<file path="config.mk">
export PLATFORM = sky130hd
export DESIGN_NAME = telnet_byte_parser_line_editor_unit
export DESIGN_NICKNAME = d
export VERILOG_FILES = /design/src/hw/rtl/tbp_pkg.sv /design/src/hw/rtl/tbp_ram.sv /design/src/hw/rtl/tbp_queue.sv /design/src/hw/rtl/tbp_front.sv /design/src/hw/rtl/tbp_back.sv /design/src/hw/rtl/telnet_byte_parser_line_editor_unit.sv
export VERILOG_INCLUDE_DIRS = /design/src /design/src/hw/rtl
export SDC_FILE = /design/constraint.sdc
export NUM_CORES = 1
export LEC_CHECK = 0
export ABC_AREA = 1
export BUFFER_PORTS_ARGS = -buffer_cell sky130_fd_sc_hd__clkbuf_2
export CORE_MARGIN = 2
export CORE_UTILIZATION = 50
export CTS_CLUSTER_DIAMETER = 50
export DETAILED_ROUTE_END_ITERATION = 10
export PLACE_DENSITY = 0.66
export SKIP_CTS_REPAIR_TIMING = 1
export SLEW_MARGIN = 0
export SYNTH_ARGS = -nofsm -noshare
export SYNTH_HDL_FRONTEND = slang
export SYNTH_SLANG_ARGS = --single-unit
export TNS_END_PERCENT = 50
</file>
<file path="constraint.sdc">
create_clock -name clock -period 4.55 [get_ports clock]
set_input_delay 0.455 -clock clock [delete_from_list [all_inputs] [get_ports clock]]
set_output_delay 0.455 -clock clock [all_outputs]
set_load 0.01 [all_outputs]
</file>
<file path="src/hw/rtl/assert_macros.svh">
// ----------------------------------------------------------------------------
// Assertion macros
// Shared concurrent assertion helpers for the RTL.
// ----------------------------------------------------------------------------
`ifndef ASSERT_MACROS_SVH
`define ASSERT_MACROS_SVH

// property must hold at every clock edge outside reset
`define TBP_ASSERT(lbl, clk, rst, prop) \
   lbl: assert property (@(posedge clk) disable iff (rst) (prop)) \
      else $error("assertion failed");

// condition must never be true outside reset
`define TBP_NEVER(lbl, clk, rst, expr) \
   `TBP_ASSERT(lbl, clk, rst, !(expr))

`endif

</file>
<file path="src/hw/rtl/tbp_pkg.sv">
// ----------------------------------------------------------------------------
// tbp_pkg
// Types and byte codes for the telnet byte parser and line editor.
// ----------------------------------------------------------------------------
`timescale 1ns / 1ps
`default_nettype none

package tbp_pkg;

   localparam int LINE_MAX_DEF = 32;
   localparam int LEN_W        = 7;
   localparam int QDEPTH       = 2;

   localparam logic [7:0] B_IAC   = 8'd255;
   localparam logic [7:0] B_WILL  = 8'd251;
   localparam logic [7:0] B_WONT  = 8'd252;
   localparam logic [7:0] B_DO    = 8'd253;
   localparam logic [7:0] B_DONT  = 8'd254;
   localparam logic [7:0] OPT_ECHO = 8'd1;
   localparam logic [7:0] OPT_SGA  = 8'd3;
   localparam logic [7:0] B_BS    = 8'd8;
   localparam logic [7:0] B_DEL   = 8'd127;
   localparam logic [7:0] B_CR    = 8'd13;
   localparam logic [7:0] B_LF    = 8'd10;
   localparam logic [7:0] B_SPACE = 8'd32;
   localparam logic [7:0] B_TILDE = 8'd126;

   localparam logic CHAN_CLIENT = 1'b0;
   localparam logic CHAN_LINE   = 1'b1;

   typedef enum logic [1:0] {
      PH_TEXT,
      PH_CMD,
      PH_OPT
   } phase_type;

   typedef enum logic [1:0] {
      JOB_CMD,
      JOB_ECHO,
      JOB_ERASE,
      JOB_FLUSH
   } job_kind_type;

   typedef struct packed {
      job_kind_type     kind;
      logic [7:0]       b0;
      logic [7:0]       b1;
      logic [LEN_W-1:0] len;
   } job_type;

   typedef enum logic [1:0] {
      ST_IDLE,
      ST_SEQ,
      ST_FLUSH
   } back_state_type;

endpackage

`default_nettype wire

</file>
<file path="src/hw/rtl/tbp_ram.sv">
// ----------------------------------------------------------------------------
// tbp_ram
// Generic single-write, single-read RAM with registered read data.
// ----------------------------------------------------------------------------
`timescale 1ns / 1ps
`default_nettype none

module tbp_ram #(
   parameter int WIDTH = 8,
   parameter int DEPTH = 32,
   localparam int AW = (DEPTH > 1) ? $clog2(DEPTH) : 1
) (
   input  wire logic             clock,
   input  wire logic             wr_en,
   input  wire logic [AW-1:0]    wr_addr,
   input  wire logic [WIDTH-1:0] wr_data,
   input  wire logic [AW-1:0]    rd_addr,
   output logic      [WIDTH-1:0] rd_data
);

   logic [WIDTH-1:0] mem_ff [DEPTH];

   always_ff @(posedge clock) begin
      if (wr_en) begin
         mem_ff[wr_addr] <= wr_data;
      end
      rd_data <= mem_ff[rd_addr];
   end

endmodule

`default_nettype wire

</file>
<file path="src/hw/rtl/tbp_queue.sv">
// ----------------------------------------------------------------------------
// tbp_queue
// Short job queue between the parser front and the output sequencer.
// ----------------------------------------------------------------------------
`timescale 1ns / 1ps
`default_nettype none
`include "assert_macros.svh"

module tbp_queue (
   input  wire logic             clock,
   input  wire logic             reset,
   input  wire logic             push,
   input  wire tbp_pkg::job_type push_job,
   input  wire logic             pop,
   output tbp_pkg::job_type      head_job,
   output logic                  empty,
   output logic                  full
);

   localparam int PW = (tbp_pkg::QDEPTH > 1) ? $clog2(tbp_pkg::QDEPTH) : 1;
   localparam int CW = $clog2(tbp_pkg::QDEPTH + 1);

   tbp_pkg::job_type slot_ff [tbp_pkg::QDEPTH];
   logic [PW-1:0] wr_ptr_ff, wr_ptr_in;
   logic [PW-1:0] rd_ptr_ff, rd_ptr_in;
   logic [CW-1:0] count_ff, count_in;

   assign empty    = (count_ff == '0);
   assign full     = (count_ff == CW'(tbp_pkg::QDEPTH));
   assign head_job = slot_ff[rd_ptr_ff];

   always_comb begin
      wr_ptr_in = wr_ptr_ff;
      rd_ptr_in = rd_ptr_ff;
      count_in  = count_ff;
      if (push) begin
         wr_ptr_in = (wr_ptr_ff == PW'(tbp_pkg::QDEPTH - 1)) ? '0 : wr_ptr_ff + 1'b1;
      end
      if (pop) begin
         rd_ptr_in = (rd_ptr_ff == PW'(tbp_pkg::QDEPTH - 1)) ? '0 : rd_ptr_ff + 1'b1;
      end
      if (push && !pop) begin
         count_in = count_ff + 1'b1;
      end else if (pop && !push) begin
         count_in = count_ff - 1'b1;
      end
   end

   always_ff @(posedge clock) begin
      if (reset) begin
         wr_ptr_ff <= '0;
         rd_ptr_ff <= '0;
         count_ff  <= '0;
      end else begin
         wr_ptr_ff <= wr_ptr_in;
         rd_ptr_ff <= rd_ptr_in;
         count_ff  <= count_in;
      end
   end

   always_ff @(posedge clock) begin
      if (push) begin
         slot_ff[wr_ptr_ff] <= push_job;
      end
   end

   `TBP_NEVER(a_no_overflow, clock, reset, push && full && !pop)
   `TBP_NEVER(a_no_underflow, clock, reset, pop && empty)

endmodule

`default_nettype wire

</file>
<file path="src/hw/rtl/tbp_front.sv">
// ----------------------------------------------------------------------------
// tbp_front
// Accepts received bytes, tracks command parsing, echo mode and the line
// store, and queues one output job per byte that produces results.
// ----------------------------------------------------------------------------
`timescale 1ns / 1ps
`default_nettype none
`include "assert_macros.svh"

module tbp_front #(
   parameter int LINE_MAX = tbp_pkg::LINE_MAX_DEF,
   localparam int AW = (LINE_MAX > 1) ? $clog2(LINE_MAX) : 1
) (
   input  wire logic          clock,
   input  wire logic          reset,
   input  wire logic          req_valid,
   output logic               req_ready,
   input  wire logic [7:0]    req_rx_byte,
   input  wire logic          q_full,
   output logic               q_push,
   output tbp_pkg::job_type   q_job,
   input  wire logic          flush_done,
   output logic               ram_we,
   output logic [AW-1:0]      ram_waddr,
   output logic [7:0]         ram_wdata
);

   localparam int LW    = $clog2(LINE_MAX + 1);
   localparam int LEN_W = tbp_pkg::LEN_W;

   tbp_pkg::phase_type phase_ff, phase_in;
   logic [7:0]    held_ff, held_in;
   logic          echo_ff, echo_in;
   logic [LW-1:0] len_ff, len_in;
   logic          flush_busy_ff, flush_busy_in;
   logic          accept;
   logic [7:0]    b;

   assign req_ready = !q_full && !flush_busy_ff;
   assign accept    = req_valid && req_ready;
   assign b         = req_rx_byte;

   always_comb begin
      phase_in      = phase_ff;
      held_in       = held_ff;
      echo_in       = echo_ff;
      len_in        = len_ff;
      flush_busy_in = flush_busy_ff && !flush_done;
      q_push        = 1'b0;
      q_job.kind    = tbp_pkg::JOB_CMD;
      q_job.b0      = b;
      q_job.b1      = b;
      q_job.len     = LEN_W'(len_ff);
      ram_we        = 1'b0;
      ram_waddr     = len_ff[AW-1:0];
      ram_wdata     = b;
      if (accept) begin
         unique case (phase_ff)
            tbp_pkg::PH_CMD: begin
               held_in  = b;
               phase_in = tbp_pkg::PH_OPT;
            end
            tbp_pkg::PH_OPT: begin
               phase_in = tbp_pkg::PH_TEXT;
               q_push   = 1'b1;
               priority case (held_ff)
                  tbp_pkg::B_WILL: begin
                     q_job.b0 = (b == tbp_pkg::OPT_ECHO || b == tbp_pkg::OPT_SGA) ?
                                tbp_pkg::B_DO : tbp_pkg::B_DONT;
                  end
                  tbp_pkg::B_WONT: begin
                     q_job.b0 = tbp_pkg::B_DONT;
                  end
                  tbp_pkg::B_DO: begin
                     if (b == tbp_pkg::OPT_ECHO) begin
                        q_job.b0 = tbp_pkg::B_WILL;
                        echo_in  = 1'b1;
                     end else begin
                        q_job.b0 = tbp_pkg::B_WONT;
                     end
                  end
                  tbp_pkg::B_DONT: begin
                     q_job.b0 = tbp_pkg::B_WONT;
                     if (b == tbp_pkg::OPT_ECHO) begin
                        echo_in = 1'b0;
                     end
                  end
                  default: begin
                     q_push = 1'b0;
                  end
               endcase
            end
            default: begin
               phase_in = tbp_pkg::PH_TEXT;
               priority if (b == tbp_pkg::B_IAC) begin
                  phase_in = tbp_pkg::PH_CMD;
               end else if (b == tbp_pkg::B_CR || b == tbp_pkg::B_LF) begin
                  if (len_ff != '0) begin
                     q_push        = 1'b1;
                     q_job.kind    = tbp_pkg::JOB_FLUSH;
                     len_in        = '0;
                     flush_busy_in = 1'b1;
                  end
               end else if (b >= tbp_pkg::B_SPACE && b <= tbp_pkg::B_TILDE) begin
                  if (len_ff < LW'(LINE_MAX)) begin
                     ram_we     = 1'b1;
                     len_in     = len_ff + 1'b1;
                     q_push     = echo_ff;
                     q_job.kind = tbp_pkg::JOB_ECHO;
                  end
               end else if (b == tbp_pkg::B_BS || b == tbp_pkg::B_DEL) begin
                  if (len_ff != '0) begin
                     len_in     = len_ff - 1'b1;
                     q_push     = echo_ff;
                     q_job.kind = tbp_pkg::JOB_ERASE;
                  end
               end else begin
                  phase_in = tbp_pkg::PH_TEXT;
               end
            end
         endcase
      end
   end

   always_ff @(posedge clock) begin
      if (reset) begin
         phase_ff      <= tbp_pkg::PH_TEXT;
         held_ff       <= '0;
         echo_ff       <= 1'b1;
         len_ff        <= '0;
         flush_busy_ff <= 1'b0;
      end else begin
         phase_ff      <= phase_in;
         held_ff       <= held_in;
         echo_ff       <= echo_in;
         len_ff        <= len_in;
         flush_busy_ff <= flush_busy_in;
      end
   end

   `TBP_ASSERT(a_len_bound, clock, reset, len_ff <= LW'(LINE_MAX))
   `TBP_NEVER(a_no_write_in_flush, clock, reset, ram_we && flush_busy_ff)

endmodule

`default_nettype wire

</file>
<file path="src/hw/rtl/tbp_back.sv">
// ----------------------------------------------------------------------------
// tbp_back
// Output sequencer: expands queued jobs into result beats, reading the line
// store for line flushes, behind a registered output stage.
// ----------------------------------------------------------------------------
`timescale 1ns / 1ps
`default_nettype none
`include "assert_macros.svh"

module tbp_back #(
   parameter int LINE_MAX = tbp_pkg::LINE_MAX_DEF,
   localparam int AW = (LINE_MAX > 1) ? $clog2(LINE_MAX) : 1
) (
   input  wire logic             clock,
   input  wire logic             reset,
   input  wire tbp_pkg::job_type head_job,
   input  wire logic             q_empty,
   output logic                  q_pop,
   output logic                  flush_done,
   output logic [AW-1:0]         ram_raddr,
   input  wire logic [7:0]       ram_rdata,
   output logic                  rsp_valid,
   input  wire logic             rsp_ready,
   output logic [7:0]            rsp_out_byte,
   output logic                  rsp_channel,
   output logic                  rsp_last_of_run
);

   localparam int LEN_W = tbp_pkg::LEN_W;

   tbp_pkg::back_state_type state_ff, state_in;
   tbp_pkg::job_type job_ff, job_in;
   logic [LEN_W-1:0] idx_ff, idx_in;
   logic             valid_ff, valid_in;
   logic [7:0]       byte_ff, byte_in;
   logic             chan_ff, chan_in;
   logic             last_ff, last_in;
   logic             out_free;
   logic             seq_last;
   logic             flush_last;
   logic [7:0]       seq_byte;

   assign out_free   = !valid_ff || rsp_ready;
   assign flush_last = (idx_ff == job_ff.len - 1'b1);

   always_comb begin
      seq_last = 1'b1;
      seq_byte = job_ff.b0;
      unique case (job_ff.kind)
         tbp_pkg::JOB_CMD: begin
            seq_last = (idx_ff == LEN_W'(2));
            if (idx_ff == '0) begin
               seq_byte = tbp_pkg::B_IAC;
            end else if (idx_ff == LEN_W'(1)) begin
               seq_byte = job_ff.b0;
            end else begin
               seq_byte = job_ff.b1;
            end
         end
         tbp_pkg::JOB_ERASE: begin
            seq_last = (idx_ff == LEN_W'(2));
            seq_byte = (idx_ff == LEN_W'(1)) ? tbp_pkg::B_SPACE : tbp_pkg::B_BS;
         end
         tbp_pkg::JOB_ECHO: begin
            seq_last = 1'b1;
            seq_byte = job_ff.b0;
         end
         tbp_pkg::JOB_FLUSH: begin
            seq_last = 1'b1;
            seq_byte = job_ff.b0;
         end
      endcase
   end

   always_comb begin
      state_in   = state_ff;
      job_in     = job_ff;
      idx_in     = idx_ff;
      valid_in   = valid_ff && !rsp_ready;
      byte_in    = byte_ff;
      chan_in    = chan_ff;
      last_in    = last_ff;
      q_pop      = 1'b0;
      flush_done = 1'b0;
      ram_raddr  = idx_ff[AW-1:0];
      unique case (state_ff)
         tbp_pkg::ST_IDLE: begin
            ram_raddr = '0;
            if (!q_empty) begin
               q_pop    = 1'b1;
               job_in   = head_job;
               idx_in   = '0;
               state_in = (head_job.kind == tbp_pkg::JOB_FLUSH) ?
                          tbp_pkg::ST_FLUSH : tbp_pkg::ST_SEQ;
            end
         end
         tbp_pkg::ST_SEQ: begin
            if (out_free) begin
               valid_in = 1'b1;
               byte_in  = seq_byte;
               chan_in  = tbp_pkg::CHAN_CLIENT;
               last_in  = seq_last;
               idx_in   = idx_ff + 1'b1;
               if (seq_last) begin
                  state_in = tbp_pkg::ST_IDLE;
               end
            end
         end
         tbp_pkg::ST_FLUSH: begin
            if (out_free) begin
               ram_raddr = idx_in[AW-1:0];
               valid_in  = 1'b1;
               byte_in   = ram_rdata;
               chan_in   = tbp_pkg::CHAN_LINE;
               last_in   = flush_last;
               idx_in    = idx_ff + 1'b1;
               ram_raddr = idx_in[AW-1:0];
               if (flush_last) begin
                  flush_done = 1'b1;
                  state_in   = tbp_pkg::ST_IDLE;
               end
            end
         end
         default: begin
            state_in = tbp_pkg::ST_IDLE;
         end
      endcase
   end

   always_ff @(posedge clock) begin
      if (reset) begin
         state_ff <= tbp_pkg::ST_IDLE;
         valid_ff <= 1'b0;
      end else begin
         state_ff <= state_in;
         valid_ff <= valid_in;
      end
   end

   always_ff @(posedge clock) begin
      job_ff  <= job_in;
      idx_ff  <= idx_in;
      byte_ff <= byte_in;
      chan_ff <= chan_in;
      last_ff <= last_in;
   end

   assign rsp_valid       = valid_ff;
   assign rsp_out_byte    = byte_ff;
   assign rsp_channel     = chan_ff;
   assign rsp_last_of_run = last_ff;

   `TBP_NEVER(a_pop_only_idle, clock, reset, q_pop && state_ff != tbp_pkg::ST_IDLE)
   `TBP_NEVER(a_flush_idx_range, clock, reset,
              state_ff == tbp_pkg::ST_FLUSH && idx_ff >= job_ff.len)

endmodule

`default_nettype wire

</file>
<file path="src/hw/rtl/telnet_byte_parser_line_editor_unit.sv">
// ----------------------------------------------------------------------------
// telnet_byte_parser_line_editor_unit
// Telnet receive-side option negotiation with a small line editor.
// ----------------------------------------------------------------------------
// Path: results pass through the job queue, the sequencer job register and the
//   output register. Throughput: one input beat a cycle while the job queue has
//   room; the output sequencer sends one result beat a cycle while the output is
//   not stalled, and returns to idle to take each new item. A line flush blocks
//   input until its last line beat has been loaded into the output register.
// Reset: synchronous; the line store RAM is not cleared.
`timescale 1ns / 1ps
`default_nettype none

module telnet_byte_parser_line_editor_unit #(
   parameter int LINE_MAX = tbp_pkg::LINE_MAX_DEF
) (
   input  wire logic       clock,
   input  wire logic       reset,
   input  wire logic       req_valid,
   output logic            req_ready,
   input  wire logic [7:0] req_rx_byte,
   output logic            rsp_valid,
   input  wire logic       rsp_ready,
   output logic [7:0]      rsp_out_byte,
   output logic            rsp_channel,
   output logic            rsp_last_of_run
);

   localparam int AW = (LINE_MAX > 1) ? $clog2(LINE_MAX) : 1;

   tbp_pkg::job_type push_job;
   tbp_pkg::job_type head_job;
   logic             q_push;
   logic             q_pop;
   logic             q_empty;
   logic             q_full;
   logic             flush_done;
   logic             ram_we;
   logic [AW-1:0]    ram_waddr;
   logic [7:0]       ram_wdata;
   logic [AW-1:0]    ram_raddr;
   logic [7:0]       ram_rdata;

   tbp_front #(
      .LINE_MAX (LINE_MAX)
   ) u_front (
      .clock       (clock),
      .reset       (reset),
      .req_valid   (req_valid),
      .req_ready   (req_ready),
      .req_rx_byte (req_rx_byte),
      .q_full      (q_full),
      .q_push      (q_push),
      .q_job       (push_job),
      .flush_done  (flush_done),
      .ram_we      (ram_we),
      .ram_waddr   (ram_waddr),
      .ram_wdata   (ram_wdata)
   );

   tbp_queue u_queue (
      .clock    (clock),
      .reset    (reset),
      .push     (q_push),
      .push_job (push_job),
      .pop      (q_pop),
      .head_job (head_job),
      .empty    (q_empty),
      .full     (q_full)
   );

   tbp_ram #(
      .WIDTH (8),
      .DEPTH (LINE_MAX)
   ) u_line_ram (
      .clock   (clock),
      .wr_en   (ram_we),
      .wr_addr (ram_waddr),
      .wr_data (ram_wdata),
      .rd_addr (ram_raddr),
      .rd_data (ram_rdata)
   );

   tbp_back #(
      .LINE_MAX (LINE_MAX)
   ) u_back (
      .clock           (clock),
      .reset           (reset),
      .head_job        (head_job),
      .q_empty         (q_empty),
      .q_pop           (q_pop),
      .flush_done      (flush_done),
      .ram_raddr       (ram_raddr),
      .ram_rdata       (ram_rdata),
      .rsp_valid       (rsp_valid),
      .rsp_ready       (rsp_ready),
      .rsp_out_byte    (rsp_out_byte),
      .rsp_channel     (rsp_channel),
      .rsp_last_of_run (rsp_last_of_run)
   );

endmodule

`default_nettype wire

</file>
==> impl_metrics.toml <==
[run_status]
status = "completed"

[sta]
period_needed_ns = 3.38
hold_violations = 0
fmax_ghz = 0.295
setup_viol = 0
finalSetupTns_ns = 0
holdWs_ns = 0.224
final_max_slew_viol_count = 0
clock_skew_ns = 0.0184
finalCritPeriodShare_pct = 74.4
relSlewSlack_pct = 24.8
rsz0062_at_grt = "no"
tightestPinTransition_ns = 1.12

[worst_setup_path]
path_class = "flip-flop to flip-flop"
critPathLaunch = "u_back.state_ff[0]"
cp_num_cells = 15
crit_path_frequent_cell = "nand2_1"
r2r-end = "u_line_ram.rd_data[1]"
cpPeakStageDelay_ns = 0.47
cp_slowest_cell = "nand2_4"
worstPathArrival_ns = 3.81
cp-start-kind = "flip-flop"
reg2reg_from = "u_back.state_ff[0]"
critical_path.max_fanout = 72
required_ns = 4.98
crit_path_end = "u_line_ram.rd_data[1]"
reg2reg_depth = 15
cp_top_family = "simple AND/OR/NAND/NOR gates"
cp_cell_sequence = "inv_1 -> ha_1 -> inv_2 -> nand2_2 -> nand2_1 -> nand2_4 -> nand2_4 -> buf_12 -> nand2_1 -> nand3_1 -> nand3_1 -> nand3_1 -> nand2_1 -> nand2_1 -> nand2_1"
rrSetupSlack_ns = 1.17
cp_num_buf_inv = 3
critPathCaptureType = "flip-flop"

[pwr]
p_leak_nw = 7.71
peakVddDrop_v = 0.000460
powerDensity_nw_per_um2 = 618

[yosys]
async_reset_ff_share_pct = 0
yosysSeqAreaShare_pct = 64.8
yosys.area.top_type = "edfxtp_1"
yosysTopAreaCellShare_pct = 60.8
syn_avg_cell_area_um2 = 10.4
synth-seq-cells = 379
ys_warn_count = 0
synth.area.top_cells = "edfxtp_1 (61%), nand3_1 (9.3%), nand2_1 (8.2%)"
synth_top_flop_cell = "edfxtp_1"
syn-instance-count = 1634
synth_enable_flop_cells = 345
syn_area_um2 = 17000
yosysUniqueCellTypes = 35
syn_nets = 1665

[clock_network]
clk_path_buf_depth = 3
cts_buffers = 43
clk_pin_slew_worst_paths_ns = 0.06
root_buffer = "clkbuf_16"
htree_num_levels = 2
clk_latency_ns = 0.54
clock-sinks = 379
cts_tree = "done"

[layout]
finalInstanceArea_um2 = 19000
diodes = 0
drive_above_1_share_pct = 9.92
final_cells = 2151
regArea_um2 = 11000
multi_input_area_um2 = 4810
n_fill_cell = 2891
final_nets = 1699
final_core_util_pct = 56.8
area_delta_synth_final_pct = 11.8

[floorplan]
rows = 67
coreArea_um2 = 33500
die_y_um = 189
die_w_um = 189
die_area_um2 = 35600
io_pins = 24
start_util_pct = 50.8

[place]
gp_congestion = 0.906
placed_cell_area_um2 = 17600
dp_cells = 2071
dp_hpwl_mm = 25.8
io_buffers = 23

[routing]
via_per_inst = 5.48
drtAntennaViolNets = 0
drc_errors = 0
wl_per_cell_um = 19.1
wirelength_mm = 41.1
drtIter0Drc = 1186
dr_total_vias = 11795
drtPass1Iterations = 5

[grt]
grt_pass1_vias = 11371
grt_max_degree = 73
grt_overflow = 0
gr-usage-all-layers_pct = 23.5
grt_pass1_wl_mm = 64.8
antenna_found_initial = 0

[flow_run]
drv_cap = 0

[hold_path]
hold_path.class = "input pin to flip-flop"
cell type report:
| type | instances | area share (%) |
|---|---|---|
| well taps | 448 | 2.94 |
| inverters | 206 | 4.06 |
| repair buffers | 62 | 2.21 |
| flip-flops and latches | 379 | 58.0 |
| multi-input cells | 976 | 25.3 |
| clock buffers | 56 | 6.12 |
| clock inverters | 24 | 1.43 |
worst min-delay path by stage:
stage | start | endpoint | slack, ns | cells after the start
global placement | u_queue.rd_ptr_ff | flip-flop | 0.43 | 1
CTS | req_rx_byte[0] | u_queue.slot_ff[1][6] | 0.21 | 1
finish | req_rx_byte[0] | u_queue.slot_ff[1][6] | 0.22 | 1
global route | req_rx_byte[0] | u_queue.slot_ff[1][6] | 0.22 | 1
detailed placement | u_front.echo_ff | u_front.echo_ff | 0.45 | 2
floorplan | u_front.echo_ff | u_front.echo_ff | 0.42 | 2
cells by family (layout without fill, tap and decap cells):
family | count (synthesis) | count (layout) | share of synthesized area (%)
XOR/XNOR | 7 | 7 | 0.360
multiplexers | 24 | 24 | 1.59
flip-flops | 379 | 379 | 64.8
adder cells (fa/ha/maj) | 19 | 19 | 1.44
buffers and inverters | 279 | 348 | 7.16
AO/OA/AOI/OAI | 84 | 84 | 2.73
AND/OR/NAND/NOR | 842 | 842 | 21.9
Yosys cell counts, types with 2 or more instances:
| cell | n |
|---|---|
| ha_1 | 18 |
| nand4_1 | 8 |
| buf_2 | 14 |
| inv_1 | 202 |
| nand3_1 | 316 |
| mux2_2 | 24 |
| dfxtp_1 | 34 |
| buf_6 | 11 |
| xnor2_1 | 4 |
| nand3b_1 | 33 |
| nor3_1 | 10 |
| xor2_1 | 3 |
| clkbuf_1 | 24 |
| buf_4 | 19 |
| nand2_1 | 374 |
| nand2_2 | 5 |
| edfxtp_1 | 345 |
| a31oi_1 | 9 |
| nor2_1 | 94 |
| a21oi_1 | 35 |
| o22ai_1 | 2 |
| buf_1 | 4 |
| o21ai_0 | 31 |
| inv_2 | 4 |
layer usage:
layer	vias up	share of wire, %	global-route usage [%]
li1	5619	-	-
met1	5624	43	32.8
met2	455	47	37.6
met3	97	6.9	4.08
met4	0	3.4	8.02
met5	-	0	0
through the flow:
step	power [mW]	setup WS, ns
after floorplan	7.28	1.53
after global placement	8.28	1.11
after detailed placement	8.32	0.987
after CTS	11.8	1.18
after global routing	12.4	0.841
final	11.8	1.17
flip-flops by register name, indices dropped and copies added, names as in the netlist, 2 cells and up, named ones only:
| signal | cells |
|---|---|
| u_back.idx_ff | 7 |
| u_back.job_ff | 24 |
| u_back.rsp_out_byte | 8 |
| u_back.state_ff | 2 |
| u_front.held_ff | 8 |
| u_front.len_ff | 6 |
| u_front.phase_ff | 2 |
| u_line_ram.mem_ff | 256 |
| u_line_ram.rd_data | 8 |
| u_queue.count_ff | 2 |
| u_queue.slot_ff | 48 |
report_power, final:
| part | internal [mW] | total (mW) | switching (mW) |
|---|---|---|---|
| clock | 2.10 | 3.49 | 1.39 |
| sequential | 4.19 | 4.42 | 0.231 |
| combinational | 1.13 | 3.86 | 2.73 |
| total | 7.42 | 11.8 | 4.34 |
layout by cell type (no fill, tap or decap), types with 8 or more instances in the layout:
| cell type | n |
|---|---|
| nand4_1 | 8 |
| nand3b_1 | 33 |
| clkbuf_2 | 23 |
| nor2_1 | 94 |
| inv_1 | 202 |
| a21oi_1 | 32 |
| ha_1 | 18 |
| dfxtp_1 | 34 |
| clkinv_1 | 8 |
| a31oi_1 | 9 |
| edfxtp_1 | 345 |
| buf_4 | 38 |
| nand2_1 | 372 |
| clkbuf_16 | 44 |
| mux2_2 | 24 |
| clkbuf_1 | 10 |
| o21ai_0 | 31 |
| nor3_1 | 10 |
| nand3_1 | 315 |
Note: power is estimated with default switching activity, not from simulation.
